--- src/design/fmpd_pkg.sv ---
// Shared types, defaults and the CORDIC arctangent table for the FM phase discriminator.
package fmpd_pkg;

  localparam int SampleWidthDef = 16;
  localparam int PhaseWidthDef  = 16;
  localparam int AngleWidth     = 32;
  localparam int AtanSteps      = 32;

  typedef logic [AngleWidth-1:0] angle_t;

  // atan(2^-i) in units where 2^32 is one full turn
  localparam angle_t AtanTurns [AtanSteps] = '{
    32'd536870912, 32'd316933406, 32'd167458907, 32'd85004756,
    32'd42667331,  32'd21354465,  32'd10679838,  32'd5340245,
    32'd2670163,   32'd1335087,   32'd667544,    32'd333772,
    32'd166886,    32'd83443,     32'd41722,     32'd20861,
    32'd10430,     32'd5215,      32'd2608,      32'd1304,
    32'd652,       32'd326,       32'd163,       32'd81,
    32'd41,        32'd20,        32'd10,        32'd5,
    32'd3,         32'd1,         32'd1,         32'd0
  };

  typedef enum logic [1:0] {
    StIdle,
    StRun,
    StFinish
  } state_e;

  typedef struct packed {
    logic load;
    logic step;
    logic commit;
  } cmd_t;

  typedef struct packed {
    logic last_step;
    logic emit;
  } status_t;

endpackage

--- src/design/fmpd_ctrl.sv ---
// Controller state machine: sequences load, CORDIC steps and result commit.
module fmpd_ctrl (
  input  logic             clk_i,
  input  logic             rst_ni,
  input  logic             in_valid_i,
  output logic             in_ready_o,
  output logic             out_valid_o,
  input  logic             out_ready_i,
  input  fmpd_pkg::status_t status_i,
  output fmpd_pkg::cmd_t    cmd_o
);
  import fmpd_pkg::*;

  state_e state_q, state_d;
  logic   out_valid_q, out_valid_d;

  always_ff @(posedge clk_i or negedge rst_ni) begin
    if (!rst_ni) begin
      state_q     <= StIdle;
      out_valid_q <= 1'b0;
    end else begin
      state_q     <= state_d;
      out_valid_q <= out_valid_d;
    end
  end

  always_comb begin
    state_d     = state_q;
    cmd_o       = '0;
    in_ready_o  = 1'b0;
    // drop the held result once taken
    out_valid_d = out_valid_q && !out_ready_i;
    case (state_q)
      StIdle: begin
        in_ready_o = 1'b1;
        if (in_valid_i) begin
          cmd_o.load = 1'b1;
          state_d    = StRun;
        end
      end
      StRun: begin
        cmd_o.step = 1'b1;
        if (status_i.last_step) begin
          state_d = StFinish;
        end
      end
      StFinish: begin
        if (!status_i.emit) begin
          cmd_o.commit = 1'b1;
          state_d      = StIdle;
        end else if (!out_valid_q || out_ready_i) begin
          cmd_o.commit = 1'b1;
          out_valid_d  = 1'b1;
          state_d      = StIdle;
        end
      end
      default: begin
        state_d = StIdle;
      end
    endcase
  end

  assign out_valid_o = out_valid_q;

endmodule

--- src/design/fmpd_datapath.sv ---
// Datapath: CORDIC vectoring lanes, angle accumulator, phase history and result register.
module fmpd_datapath #(
  parameter int SAMPLE_WIDTH = fmpd_pkg::SampleWidthDef,
  parameter int PHASE_WIDTH  = fmpd_pkg::PhaseWidthDef
) (
  input  logic                           clk_i,
  input  logic                           rst_ni,
  input  logic signed [SAMPLE_WIDTH-1:0] in_phase_i,
  input  logic signed [SAMPLE_WIDTH-1:0] quadrature_i,
  input  logic                           block_start_i,
  input  fmpd_pkg::cmd_t                 cmd_i,
  output fmpd_pkg::status_t              status_o,
  output logic signed [PHASE_WIDTH-1:0]  freq_estimate_o
);
  import fmpd_pkg::*;

  // three guard bits cover negation and the CORDIC gain
  localparam int LaneWidth = SAMPLE_WIDTH + 3;
  localparam int CntWidth  = $clog2(PHASE_WIDTH);
  localparam int Drop      = AngleWidth - PHASE_WIDTH;
  localparam angle_t Half  = (angle_t'(1) << Drop) >> 1;

  logic signed [LaneWidth-1:0] x_q, x_d, y_q, y_d;
  logic signed [LaneWidth-1:0] x_in, y_in, dx, dy;
  angle_t                      z_q, z_d, z_round, atan_step;
  logic [CntWidth-1:0]         cnt_q, cnt_d;
  logic                        zero_q, start_q;
  logic [PHASE_WIDTH-1:0]      prev_q, phase, freq_q;
  logic                        have_prev_q;

  assign x_in = LaneWidth'(in_phase_i);
  assign y_in = LaneWidth'(quadrature_i);

  assign dx        = x_q >>> cnt_q;
  assign dy        = y_q >>> cnt_q;
  assign atan_step = AtanTurns[5'(cnt_q)];

  always_comb begin
    x_d   = x_q;
    y_d   = y_q;
    z_d   = z_q;
    cnt_d = cnt_q;
    if (cmd_i.load) begin
      cnt_d = '0;
      if (x_in[LaneWidth-1]) begin
        // left half plane: negate and start from a half turn
        x_d = -x_in;
        y_d = -y_in;
        z_d = angle_t'(1) << (AngleWidth - 1);
      end else begin
        x_d = x_in;
        y_d = y_in;
        z_d = '0;
      end
    end else if (cmd_i.step) begin
      cnt_d = cnt_q + CntWidth'(1);
      if (!y_q[LaneWidth-1]) begin
        x_d = x_q + dy;
        y_d = y_q - dx;
        z_d = z_q + atan_step;
      end else begin
        x_d = x_q - dy;
        y_d = y_q + dx;
        z_d = z_q - atan_step;
      end
    end
  end

  always_ff @(posedge clk_i) begin
    x_q   <= x_d;
    y_q   <= y_d;
    z_q   <= z_d;
    cnt_q <= cnt_d;
    if (cmd_i.load) begin
      zero_q  <= (in_phase_i == '0) && (quadrature_i == '0);
      start_q <= block_start_i;
    end
  end

  // round to the phase width; a zero sample has phase zero
  assign z_round = z_q + Half;
  assign phase   = zero_q ? '0 : z_round[AngleWidth-1 -: PHASE_WIDTH];

  always_ff @(posedge clk_i or negedge rst_ni) begin
    if (!rst_ni) begin
      prev_q      <= '0;
      have_prev_q <= 1'b0;
    end else if (cmd_i.commit) begin
      prev_q      <= phase;
      have_prev_q <= 1'b1;
    end
  end

  always_ff @(posedge clk_i) begin
    if (cmd_i.commit && status_o.emit) begin
      freq_q <= phase - prev_q;
    end
  end

  assign status_o.last_step = (cnt_q == CntWidth'(PHASE_WIDTH - 1));
  assign status_o.emit      = have_prev_q && !start_q;
  assign freq_estimate_o    = freq_q;

endmodule

--- src/design/fm_phase_discriminator.sv ---
// Top level of the FM phase discriminator: controller and datapath.
//
// Each accepted item is one complex sample (in_phase, quadrature). Its phase is
// found by a four-quadrant CORDIC arctangent (left-half-plane samples are
// negated and start from a half turn, a zero sample has phase zero), and the
// result is the phase step from the previous sample, wrapped in two's
// complement with pi equal to 2^(PHASE_WIDTH-1). An item with block_start set,
// and the first item after reset, only records its phase and gives no result,
// so a block of N samples yields N-1 results. Each item has a load step, one
// shared CORDIC iteration per phase bit, and a final step to round, difference
// and commit. Items are processed one at a time; a finished result waits in
// the output register, so the next item is taken and worked on while it
// waits, and the commit cycle holds only if the previous result has not yet
// been taken.
module fm_phase_discriminator #(
  parameter int SAMPLE_WIDTH = fmpd_pkg::SampleWidthDef,
  parameter int PHASE_WIDTH  = fmpd_pkg::PhaseWidthDef
) (
  input  logic                           clk_i,
  input  logic                           rst_ni,
  input  logic                           in_valid_i,
  output logic                           in_ready_o,
  input  logic signed [SAMPLE_WIDTH-1:0] in_phase_i,
  input  logic signed [SAMPLE_WIDTH-1:0] quadrature_i,
  input  logic                           block_start_i,
  output logic                           out_valid_o,
  input  logic                           out_ready_i,
  output logic signed [PHASE_WIDTH-1:0]  freq_estimate_o
);
  import fmpd_pkg::*;

  cmd_t    cmd;
  status_t status;

  // sequence load, iterate and commit
  fmpd_ctrl u_ctrl (
    .clk_i       (clk_i),
    .rst_ni      (rst_ni),
    .in_valid_i  (in_valid_i),
    .in_ready_o  (in_ready_o),
    .out_valid_o (out_valid_o),
    .out_ready_i (out_ready_i),
    .status_i    (status),
    .cmd_o       (cmd)
  );

  // CORDIC lanes, phase history and the held result
  fmpd_datapath #(
    .SAMPLE_WIDTH (SAMPLE_WIDTH),
    .PHASE_WIDTH  (PHASE_WIDTH)
  ) u_datapath (
    .clk_i           (clk_i),
    .rst_ni          (rst_ni),
    .in_phase_i      (in_phase_i),
    .quadrature_i    (quadrature_i),
    .block_start_i   (block_start_i),
    .cmd_i           (cmd),
    .status_o        (status),
    .freq_estimate_o (freq_estimate_o)
  );

endmodule
--- config.mk ---
export PLATFORM = sky130hd
export DESIGN_NAME = fm_phase_discriminator
export DESIGN_NICKNAME = d
export VERILOG_FILES = /design/src/design/fmpd_pkg.sv /design/src/design/fmpd_ctrl.sv /design/src/design/fmpd_datapath.sv /design/src/design/fm_phase_discriminator.sv
export SDC_FILE = /design/constraint.sdc
export NUM_CORES = 1
export LEC_CHECK = 0
export BUFFER_PORTS_ARGS = -buffer_cell sky130_fd_sc_hd__buf_4
export CELL_PAD_IN_SITES_DETAIL_PLACEMENT = 0
export CELL_PAD_IN_SITES_GLOBAL_PLACEMENT = 2
export CORE_UTILIZATION = 37
export CTS_BUF_LIST = sky130_fd_sc_hd__clkbuf_8
export DETAILED_ROUTE_END_ITERATION = 10
export PLACE_DENSITY_LB_ADDON = 0.08
export SLEW_MARGIN = 20
export SYNTH_ARGS = -nofsm -noshare
export SYNTH_HDL_FRONTEND = slang
export SYNTH_SLANG_ARGS = --single-unit
export TNS_END_PERCENT = 10
--- constraint.sdc ---
create_clock -name clk_i -period 4.91 [get_ports clk_i]
set_input_delay 0.491 -clock clk_i [delete_from_list [all_inputs] [get_ports clk_i]]
set_output_delay 0.491 -clock clk_i [all_outputs]
set_load 0.02 [all_outputs]
== Yosys cells after proc, flatten, opt, wreduce, memory -nomap -nowiden ==
Memories as Yosys holds them, arrays and structs flattened.
Index checks and enable logic that the tools add are counted.
Operators by class
  add/subtract/negate cells: 11
  magnitude comparators: 1
  equality and inequality tests: 6
  shift operators: 2
  multiplexer cells: 30
  bitwise gates (word level): 1
  reduce and logical (&&, ||, !) cells: 13
Operators by type and width (number)
  32-bit two-way mux: 6
  19-bit two-way mux: 8
  19-bit adder: 2
  16-bit negator with 19-bit output: 2
  19-bit by 4-bit >>> shifter with 19-bit output: 2
  19-bit subtractor: 2
  32-bit by 16-bit adder with 32-bit output (second input constant): 1
  32-bit adder: 1
  16-bit zero test: 2
  32-bit subtractor: 1
  16-bit two-way mux: 1
  16-bit subtractor: 1
  1-bit two-way mux: 10
  2-bit two-way mux: 4
  6-bit greater-or-equal comparator (second input constant): 1
  4-bit NOT with 6-bit output: 1
  2-bit case mux with 3 select lines: 1
  4-bit by 1-bit adder with 4-bit output (second input constant): 1
  4-bit equality test (second input constant): 1
  1-bit logical AND: 4
  2-bit != test (second input constant): 2
  1-bit zero test: 3
  3-bit != test (second input constant): 1
  3-bit AND reduction: 1
  5 further kinds: 5
Word-level totals
  bits in registers: 112
  memory bits (read-only): 1024
  input port bits: 37
  output and inout port bits: 18
  word-level logic and storage cells: 76
  memories: 1
Memory list
  (name not given): words 32, bits a word 32, read ports 1, clocked after Yosys merged registers in 0, write ports 0, line fmpd_datapath.sv:36  | assign atan_step = AtanTurns[5'(cnt_q)];

== Depth between registers and ports, before layout ==
Gate-level depths: netlist of run 1.
  depth after elaboration: 8
  mapped depth: 25
  depth with buffers taken out: 21

== Cells and area by module ==
Synthesis of run 1 repeated with hierarchy kept, for this count alone.
Unflattened totals
  cell total of the unflattened synthesis: 1509
  area total of the unflattened synthesis: 13098.8 µm²
By module, submodules not included
  fmpd_datapath: times used 1, cells an instance 1493, area each 12944.9 µm², sequential area each 3148.0 µm²
  fmpd_ctrl: times used 1, cells an instance 16, area each 153.9 µm², sequential area each 75.1 µm²

== Least setup slack after synthesis of run 1 ==
OpenSTA, ideal clock, no wires.
  path kind: reg-to-reg
  from: reg u_datapath.cnt_q[0]
  to: reg u_datapath.z_q[26] (data pin)
  library setup time: 0.269 ns
  arrival time: 4.734 ns
  required time: 4.641 ns
  setup slack: -0.093 ns
  cell stages (with the launch flop): 24
  buffers on the path: 4
  period minus slack after synthesis: 5.003 ns
  cell sequence: dfxtp_1 -> buf_6 -> buf_4 -> inv_2 -> buf_2 -> ha_1 -> inv_1 -> mux4_2 -> ha_1 -> o2111ai_1 -> nor3_1 -> and3_1 -> a31oi_2 -> xor2_1 -> ha_1 -> clkbuf_1 -> and3_1 -> a221oi_1 -> o21ai_0 -> a21o_1 -> o21ai_0 -> nand2b_1 -> a211oi_1 -> nor3_1
On the way
  cells in the longest elaborated chain, start to end: 8
  elaborated cells on any way between the ends: 9
  those cells by class: add/sub (2); mux (5); bitwise (1); memory (1)
RTL lines
  from (decl): line fmpd_datapath.sv:26  | logic [CntWidth-1:0] cnt_q, cnt_d;
  from (signal assigned): line fmpd_datapath.sv:73  | cnt_q <= cnt_d;
  4-bit NOT with 6-bit output (implied by the code) (*): line fmpd_datapath.sv:36
  memory read 32 x 32 bit (*)
  32-bit two-way mux (implied by the code) (*) (2 in series): line fmpd_datapath.sv:36
  32-bit adder or 32-bit subtractor (tied branches): line fmpd_datapath.sv:60, fmpd_datapath.sv:64
  32-bit two-way mux (*): line fmpd_datapath.sv:57  | if (!y_q[LaneWidth-1]) begin
  32-bit two-way mux (*): line fmpd_datapath.sv:55  | end else if (cmd_i.step) begin
  32-bit two-way mux (*): line fmpd_datapath.sv:43  | if (cmd_i.load) begin
  to (signal assigned): line fmpd_datapath.sv:72  | z_q <= z_d;
  to (decl): line fmpd_datapath.sv:25  | angle_t z_q, z_d, z_round, atan_step;
Mark *: on every way between the ends. The rest lies on a longest branch, timed or not. The select of a mux whose other input is x is not followed.
A chain may end at the register's enable or synchronous reset.

== Final worst setup path of run 1 ==
  from: reg u_datapath.cnt_q[1]
  to: reg u_datapath.y_q[18] (data pin)
On the way
  cells in the longest elaborated chain, start to end: 5
  elaborated cells on any way between the ends: 6
  those cells by class: add/sub (2); shift (1); mux (3)
RTL lines
  19-bit by 4-bit >>> shifter with 19-bit output (*): line fmpd_datapath.sv:34  | assign dx = x_q >>> cnt_q;
  19-bit subtractor or 19-bit adder (tied branches): line fmpd_datapath.sv:59, fmpd_datapath.sv:63
  19-bit two-way mux (*): line fmpd_datapath.sv:57
  19-bit two-way mux (*): line fmpd_datapath.sv:55
  19-bit two-way mux (*): line fmpd_datapath.sv:43
  via u_datapath.y_d[18]: line fmpd_datapath.sv:23  | logic signed [LaneWidth-1:0] x_q, x_d, y_q, y_d;
  to (signal assigned): line fmpd_datapath.sv:71  | y_q <= y_d;
  to (decl): line fmpd_datapath.sv:23
Mark *: on every way through the listed nets, which the timed path passes. The rest lies on a longest branch. The select of a mux whose other input is x is not followed.

==> impl_metrics.tcl, run 1 <==
set metrics [dict create \
    slew_headroom_pct 36.0 \
    hold_viol 0 \
    route.detailed.wl_per_inst_um 19.7 \
    die_h_um 190 \
    vias 12000 \
    place_area_um2 15000 \
    std_cell_rows 68 \
    grt_overflow 0 \
    skew_ns 0.0300 \
    start_kind "register" \
    grt_first_pass_wirelength_um 66300 \
    multi_input_area_um2 9530 \
    cts-htree-levels 3 \
    gp_congestion 0.874 \
    post-route-util_pct 44.9 \
    fmax_ghz 0.213 \
    synth_area_um2 13100 \
    core_area_um2 34700 \
    ios 55 \
    clockBufferDepth 2 \
    synth_cells 1522 \
    rsz0062_at_grt "true" \
    final_nets 1812 \
    filler_cell_count 3462 \
    diodes 0 \
    clock-sinks 112 \
    status "complete, no violations" \
    synth.most_common_cell "nor2_1" \
    synth_cell_types 88 \
    path_class "reg -> reg" \
    clkTransAtPathRegs_ns 0.15 \
    synth_top_cell_by_area "edfxtp_1" \
    seqCellArea_um2 3230 \
    design_area_um2 15600 \
    path_max_fanout 5 \
    grtUsageTotal_pct 23.6 \
    clock_latency_ns 0.47 \
    ant_nets 0 \
    hold_path.class "in -> reg" \
    grt_max_degree 58 \
    setup_viol 0 \
    drv_cap 0 \
    slew_violations 0 \
    synth_edf_count 88 \
    die_area_um2 36100 \
    period_share_pct 95.8 \
    cts_buffers 9 \
    avgSynthCellArea_um2 8.60 \
    syn2layout_area_growth_pct 18.9 \
    die_w_um 190 \
    start_util_pct 37.7 \
    cts_tree "built" \
    arrival_ns 5.02 \
    cp-end-kind "register" \
    cts_root_buf "clkbuf_8" \
    yosys-top-cells-count "nor2_1, nand2_1, a21oi_1, o21ai_0, ha_1" \
    synth.area.top_cells "edfxtp_1, ha_1, mux4_2, xnor2_1, xor2_1" \
    dp_hpwl_um 32500 \
    synth_top_area_share_pct 20.2 \
    drtIter0Drc 630 \
    synth_nets 1660 \
    grt_pass1_vias 11800 \
    min_period_ns 4.71 \
    drc 0 \
    drive_gt1_share_pct 22.4 \
    yosys_warnings 0 \
    ys_ff_latch 112 \
    vias_per_cell 5.61 \
    async_flop_share_pct 17.9 \
    ys.flop_type "edfxtp_1" \
    antenna_found_initial 0 \
    wl_um 42100 \
    tightest_slew_ns 0.958 \
    dr.pass1.iters 7 \
    ys_seq_area_share_pct 24.6 \
    required_ns 5.22 \
    port_buffers 54 \
]
flip-flops by register name, indices dropped and copies added (netlist names):
signal,count
u_datapath.zero_q,1
u_ctrl.state_q,2
u_datapath.y_q,19
u_datapath.z_q,32
u_datapath.prev_q,16
u_datapath.cnt_q,4
u_datapath.start_q,1
u_datapath.freq_estimate_o,16
u_datapath.have_prev_q,1
u_datapath.x_q,19
u_ctrl.out_valid_o,1
metal layers:
layer	global-route usage (%)	part of all wire [%]	up-vias	routed length (µm)
li1	-	-	5911	-
met1	29.5	44	5754	18600
met2	41.8	50	256	20900
met3	3.58	3.6	59	1500
met4	6.45	2.6	0	1100
met5	0	0	-	0
kinds of logic after synthesis:
family / synth area share, %
muxes: 11.6
DFF: 24.6
adders and majority gates: 9.88
xor gates and xnor gates: 10.7
AOI/OAI and AO/OA: 20.7
and+or+nand+nor: 17.9
buffers and inverters: 4.62
what timing repair did:
item	in CTS	in global routing
pin swaps	0	15
resized for setup	5	56
hold endpoints to repair	20	0
hold buffers	1	0
setup endpoints to repair	7	23
buffers inserted	0	12
gates cloned	0	2
worst max-delay path, stage by stage, from the launching register on:
cell and delay, ns:
dfxtp_4 0.43, buf_6 0.16, buf_4 0.12, mux4_2 0.51, mux2i_2 0.21, nand2_1 0.08, o21ai_1 0.12, ha_2 0.24
inv_1 0.05, a211o_1 0.27, o21ai_2 0.14, xor2_1 0.19, ha_1 0.29, and2_1 0.21, o21a_1 0.20, o31ai_2 0.23
buf_4 0.16, or3_1 0.09, o211ai_1 0.13, o41ai_2 0.36, xnor3_1 0.26, o21ai_1 0.11
layout make-up:
class | count | area share, %
clock buffer | 9 | 0.796
tap | 455 | 3.66
timing repair buffer | 220 | 11.4
inverter | 63 | 1.52
clock inverter | 7 | 0.659
sequential | 112 | 20.8
multi-input combinational | 1268 | 61.2
path summary, 6_finish.rpt:
check                                         end              startpoint  slack [ns]  depth (start not counted)
max reg2reg                    u_datapath.y_q[18]     u_datapath.cnt_q[1]        0.20                         21
min reg2reg                u_datapath.have_prev_q  u_datapath.have_prev_q        0.47                          1
max in group asynchronous  u_datapath.have_prev_q                  rst_ni        4.23                          2
min                            u_datapath.start_q           block_start_i        0.21                          1
max                            u_datapath.y_q[18]     u_datapath.cnt_q[1]        0.20                         21
min in group asynchronous    u_datapath.prev_q[4]                  rst_ni        0.44                          2
per-stage QoR:
| stage | hold WS, ns | setup WS (ns) | setup TNS (ns) | cells |
|---|---|---|---|---|
| global route | 0.179 | -0.0612 | -0.198 | 2134 |
| finish | 0.212 | 0.205 | 0 | 2134 |
| global placement | 0.400 | -0.0498 | -0.0498 | 2103 |
| floorplan | 0.195 | 0.00430 | 0 | 1522 |
| CTS | 0.192 | 0.00763 | 0 | 2120 |
| detailed placement | 0.401 | -0.0859 | -0.154 | 2103 |
cells in the final DEF (no fill, tap or decap), drive strengths merged, types with 16 or more instances in the layout:
| cell | count |
|---|---|
| nor2b | 20 |
| a21oi | 112 |
| a21o | 31 |
| nand3 | 25 |
| mux2 | 27 |
| buf | 217 |
| mux2i | 40 |
| o21ai | 109 |
| ha | 97 |
| xor2 | 70 |
| xnor2 | 88 |
| mux4 | 35 |
| edfxtp | 88 |
| nor2 | 145 |
| nor3 | 32 |
| o31ai | 16 |
| nand2 | 139 |
| a31oi | 21 |
| inv | 66 |
| nand2b | 32 |
| dfrtp | 20 |
Power of run 1 is not shown: default switching activity piles up to over one toggle a cycle in this logic, so the estimate is an artifact.
==> inputs of run 2 (changes only) <==
==> constraint.sdc (replaced) <==
create_clock -name clk_i -period 4.91 [get_ports clk_i]
set_input_delay 0.2455 -clock clk_i [delete_from_list [all_inputs] [get_ports clk_i]]
set_output_delay 0.2455 -clock clk_i [all_outputs]
set_load 0.02 [all_outputs]
==> run 2 against run 1 <==
Sequential share of layout area up 0.17 points. Critical path depth is 2 higher. First-iteration DRC count shrank 5.9%. Fmax fell by 0.83%. Wire length is essentially flat. Die area is the same. Critical path type unchanged. Critical endpoint is now u_datapath.z_q[31]. Setup slack got worse by 0.039 ns. Core utilization shrank 0.36 points.
==> impl_metrics.tcl, run 2 (synthesis results as in run 1) <==
set metrics [dict create \
    fmax_ghz 0.211 \
    clkTransAtPathRegs_ns 0.13 \
    required_ns 5.09 \
    tightest_slew_ns 0.742 \
    die_h_um 190 \
    min_period_ns 4.74 \
    route.detailed.wl_per_inst_um 19.8 \
    seqCellArea_um2 3230 \
    die_w_um 190 \
    drive_gt1_share_pct 21.8 \
    gp_congestion 0.879 \
    grt_max_degree 43 \
    rsz0062_at_grt "true" \
    path_class "reg -> reg" \
    place_area_um2 15000 \
    diodes 0 \
    antenna_found_initial 0 \
    start_util_pct 37.7 \
    hold_viol 0 \
    reg_top3 "u_datapath.z_q: 32 flops, u_datapath.x_q: 19 flops, u_datapath.y_q: 19 flops" \
    grt_pass1_vias 11600 \
    clockBufferDepth 2 \
    drc 0 \
    final_nets 1806 \
    arrival_ns 4.92 \
    cts_root_buf "clkbuf_8" \
    path_max_fanout 6 \
    final_common_cell "buf_4" \
    filler_cell_count 3480 \
    die_area_um2 36100 \
    skew_ns 0.0371 \
    cts_tree "built" \
    period_share_pct 96.6 \
    clock-sinks 112 \
    hold_path.class "in -> reg" \
    cpPeakStageDelay_ns 0.47 \
    drv_cap 0 \
    dr.pass1.iters 5 \
    cp_common_cell "buf_4" \
    grt_overflow 0 \
    grtUsageTotal_pct 23.7 \
    top_register "u_datapath.z_q" \
    drtIter0Drc 593 \
    dp_hpwl_um 32700 \
    core_area_um2 34700 \
    vias 11900 \
    slew_headroom_pct 50.1 \
    cp-end-kind "register" \
    cts-htree-levels 3 \
    start_kind "register" \
    largest_reg_flops 32 \
    wl_um 42100 \
    multi_input_area_um2 9480 \
    syn2layout_area_growth_pct 18.0 \
    clock_latency_ns 0.46 \
    slew_violations 0 \
    cts_buffers 9 \
    design_area_um2 15400 \
    layout_common_cells "buf_4, nor2_1, nand2_1" \
    crit_slowest_cell "mux4_2" \
    ant_nets 0 \
    setup_viol 0 \
    status "complete, no violations" \
    vias_per_cell 5.59 \
    whs_ns 0.115 \
    ios 55 \
    std_cell_rows 68 \
    port_buffers 54 \
    worstPathCellList "buf_6 -> buf_4 -> clkinv_1 -> ha_4 -> inv_1 -> mux4_2 -> buf_4 -> nand2_1 -> nor3_2 -> a31o_2 -> and2_1 -> buf_4 -> buf_4 -> xor2_1 -> ha_1 -> nand2_1 -> nor4b_1 -> buf_4 -> a21oi_1 -> buf_4 -> o31ai_2 -> xnor2_1 -> a21oi_1" \
    grt_first_pass_wirelength_um 66000 \
]
==> run 2: metal layers <==
layer	GRT usage, %	up-vias	routed length [µm]	share of wire (%)
met5	0	-	0	0
met4	7.54	0	1240	2.9
met3	3.21	69	1370	3.3
met2	41.0	268	20500	49
met1	30.2	5664	19000	45
li1	-	5899	-	-
==> run 2: path summary, 6_finish.rpt <==
kind,slack [ns],cells after the start,end,start
max in group asynchronous,4.47,2,u_datapath.have_prev_q,rst_ni
min,0.12,3,u_ctrl.out_valid_o,out_ready_i
max,0.17,23,u_datapath.z_q[31],u_datapath.cnt_q[1]
min in group asynchronous,0.21,2,u_datapath.prev_q[4],rst_ni
min reg2reg,0.48,1,u_datapath.have_prev_q,u_datapath.have_prev_q
max reg2reg,0.17,23,u_datapath.z_q[31],u_datapath.cnt_q[1]
==> run 2: cell type report <==
class | instances | area share (%)
multi-input combinational | 1268 | 61.4
timing repair buffer | 214 | 11.2
clock inverter | 7 | 0.478
tap | 455 | 3.69
inverter | 63 | 1.53
clock buffer | 9 | 0.802
sequential | 112 | 20.9
==> run 2: repair_timing <==
item | CTS | global route
pin swaps | 0 | 7
gates resized for setup | 2 | 51
setup endpoints to repair | 6 | 23
hold buffers | 2 | 0
buffers inserted | 0 | 5
endpoints found under the hold margin | 21 | 0
gates cloned | 0 | 2
==> run 2: critical path, delay by kind of cell, from the launching register on <==
family / cells / cell delay (ns)
AND/OR/NAND/NOR: 5 / 0.75
AO/OA/AOI/OAI: 4 / 0.62
adder cells (fa/ha/maj): 2 / 0.67
buffers and inverters: 9 / 1.21
flip-flops: 1 / 0.43
XOR/XNOR: 2 / 0.31
multiplexers: 1 / 0.47
==> run 2: through the flow <==
stage               instances  util (%)  setup TNS, ns  setup slack, ns
floorplan                1522         -              0          0.00430
global route             2128      44.5         -0.105          -0.0420
CTS                      2121      43.7              0          0.00730
global placement         2103      43.1        -0.0247          -0.0247
detailed placement       2103      43.1         -0.123          -0.0693
finish                   2128      44.5              0            0.165
Power of run 2 is left out for the same reason.
==> inputs of run 3 (changes only) <==
--- a/config.mk
+++ b/config.mk
@@ -8,7 +8,7 @@
 export BUFFER_PORTS_ARGS = -buffer_cell sky130_fd_sc_hd__buf_4
 export CELL_PAD_IN_SITES_DETAIL_PLACEMENT = 0
 export CELL_PAD_IN_SITES_GLOBAL_PLACEMENT = 2
-export CORE_UTILIZATION = 37
+export CORE_UTILIZATION = 44
 export CTS_BUF_LIST = sky130_fd_sc_hd__clkbuf_8
 export DETAILED_ROUTE_END_ITERATION = 10
 export PLACE_DENSITY_LB_ADDON = 0.08
==> constraint.sdc (replaced) <==
create_clock -name clk_i -period 5.6 [get_ports clk_i]
set_input_delay 0.28 -clock clk_i [delete_from_list [all_inputs] [get_ports clk_i]]
set_output_delay 0.28 -clock clk_i [all_outputs]
set_load 0.02 [all_outputs]
==> run 3 against run 2 <==
Non-clock buffer count down 125. Global-route usage rose by 1.7 points. Setup slack better by 0.19 ns. Flip-flop and latch count stayed put. Design area is 8.5% lower. Core utilization up 4.2 points. Critical path type unchanged. First-iteration DRC count rose by 23%.
==> impl_metrics.tcl, run 3 (synthesis results as in run 1) <==
set metrics [dict create \
    clockBufferDepth 2 \
    ant_nets 0 \
    hold_viol 0 \
    port_buffers 54 \
    vias 11500 \
    arrival_ns 5.45 \
    grtUsageTotal_pct 25.3 \
    status "complete, no violations" \
    core_area_um2 29000 \
    cp-end-kind "register" \
    ios 55 \
    whs_path_depth 3 \
    die_w_um 175 \
    fin_setup_tns_ns 0 \
    filler_cell_count 2905 \
    slew_headroom_pct 37.9 \
    gp_congestion 0.880 \
    wl_um 37900 \
    r2r_start "u_datapath.cnt_q[0]" \
    antenna_found_initial 0 \
    rsz0062_at_grt "false" \
    grt_max_degree 81 \
    syn2layout_area_growth_pct 7.88 \
    final_common_cell "nor2_1" \
    final_nets 1681 \
    drv_cap 0 \
    cts_tree "built" \
    setup_viol 0 \
    slew_violations 0 \
    vias_per_cell 5.96 \
    rr_worst_depth 19 \
    drive_gt1_share_pct 13.2 \
    fmax_ghz 0.191 \
    grt_overflow 0 \
    period_share_pct 93.6 \
    grt_pass1_vias 11300 \
    start_kind "register" \
    post_cts_buffers 0 \
    skew_ns 0.0282 \
    largest_reg_flops 32 \
    required_ns 5.81 \
    die_area_um2 30500 \
    cts_root_buf "clkbuf_8" \
    dp_hpwl_um 28500 \
    post-route-util_pct 48.7 \
    drc 0 \
    clock-sinks 112 \
    start_util_pct 45.1 \
    cts-htree-levels 3 \
    path_max_fanout 12 \
    reg2reg_to "u_datapath.x_q[18]" \
    hp-start "out_ready_i" \
    top_register "u_datapath.z_q" \
    r2r_setup_slack_ns 0.36 \
    seqCellArea_um2 3230 \
    hold_path.class "in -> reg" \
    multi_input_area_um2 9290 \
    clock_latency_ns 0.45 \
    layout_common_cells "nor2_1, nand2_1, a21oi_1" \
    path_class "reg -> reg" \
    tightest_slew_ns 0.923 \
    cts_buffers 9 \
    die_h_um 175 \
    min_period_ns 5.24 \
    drtIter0Drc 732 \
    dr.pass1.iters 4 \
    std_cell_rows 62 \
    whs_endpoint "u_ctrl.out_valid_o" \
    clkTransAtPathRegs_ns 0.14 \
    grt_first_pass_wirelength_um 61100 \
    reg_top3 "u_datapath.z_q: 32 flops, u_datapath.x_q: 19 flops, u_datapath.y_q: 19 flops" \
    route.detailed.wl_per_inst_um 19.6 \
    diodes 0 \
]
-- run 3: cell count changes in the layout (fill, tap and decap cells not counted), sizes merged --
cell,previous run,this run
buf,210,87
clkinvlp,0,1
inv,64,65
clkinv,6,4
clkbuf,11,9
-- run 3: worst max path at each step --
stage | start | end | slack, ns | cells past startpoint
after CTS | u_datapath.cnt_q[1] | u_datapath.x_q[18] | 0.31 | 19
final | u_datapath.cnt_q[0] | u_datapath.x_q[18] | 0.36 | 19
after global placement | u_datapath.cnt_q[0] | u_datapath.x_q[17] | 0.36 | 19
after detailed placement | u_datapath.cnt_q[1] | u_datapath.x_q[18] | 0.36 | 19
after floorplan | u_datapath.cnt_q[0] | u_datapath.z_q[26] | 0.60 | 23
after global routing | u_datapath.cnt_q[1] | u_datapath.y_q[18] | 0.04 | 17
-- run 3: stage by stage --
step	setup slack [ns]	hold slack, ns	instances	cell area (µm²)
after floorplan	0.597	-0.0156	1522	13100
after global placement	0.358	0.181	1914	13900
after detailed placement	0.357	0.190	1914	13900
after CTS	0.307	0.128	1932	14100
after global routing	0.0391	0.156	1932	14100
final	0.357	0.158	1932	14100
-- run 3: critical path: stages, from the launching register on --
cell and delay, ns:
dfxtp_4 0.47, buf_4 0.27, mux4_2 0.60, mux2_2 0.29, mux2_2 0.31, inv_1 0.09
ha_1 0.24, nand4_1 0.14, nand3_1 0.21, nand4b_4 0.19, or3_1 0.40, xnor2_1 0.14
o2bb2ai_1 0.14, ha_1 0.38, and2_1 0.24, nand3_1 0.10, a21oi_1 0.28, nor3_1 0.12
o221ai_1 0.16, a21bo_1 0.22
-- run 3: layout make-up --
| type | instances | share of cell area, % |
|---|---|---|
| Clock buffer | 9 | 0.877 |
| Timing Repair Buffer | 89 | 4.88 |
| Multi-Input combinational cell | 1268 | 65.7 |
| Tap cell | 384 | 3.40 |
| Inverter | 63 | 1.70 |
| Clock inverter | 7 | 0.514 |
| Sequential cell | 112 | 22.9 |
-- run 3: per-layer routing --
metal / part of all wire [%] / global-route usage (%) / up-vias / routed length (µm)
li1: - / - / 5644 / -
met1: 45 / 32.6 / 5513 / 17100
met2: 48 / 43.0 / 287 / 18100
met3: 3.7 / 3.24 / 68 / 1400
met4: 3.5 / 10.1 / 0 / 1320
met5: 0 / 0 / - / 0
-- run 3: repair_timing --
item	CTS	global route
endpoints found under the hold margin	21	0
resized for setup	0	5
endpoints found under the setup margin	0	6
hold buffers	2	0
Power of run 3 is left out for the same reason.
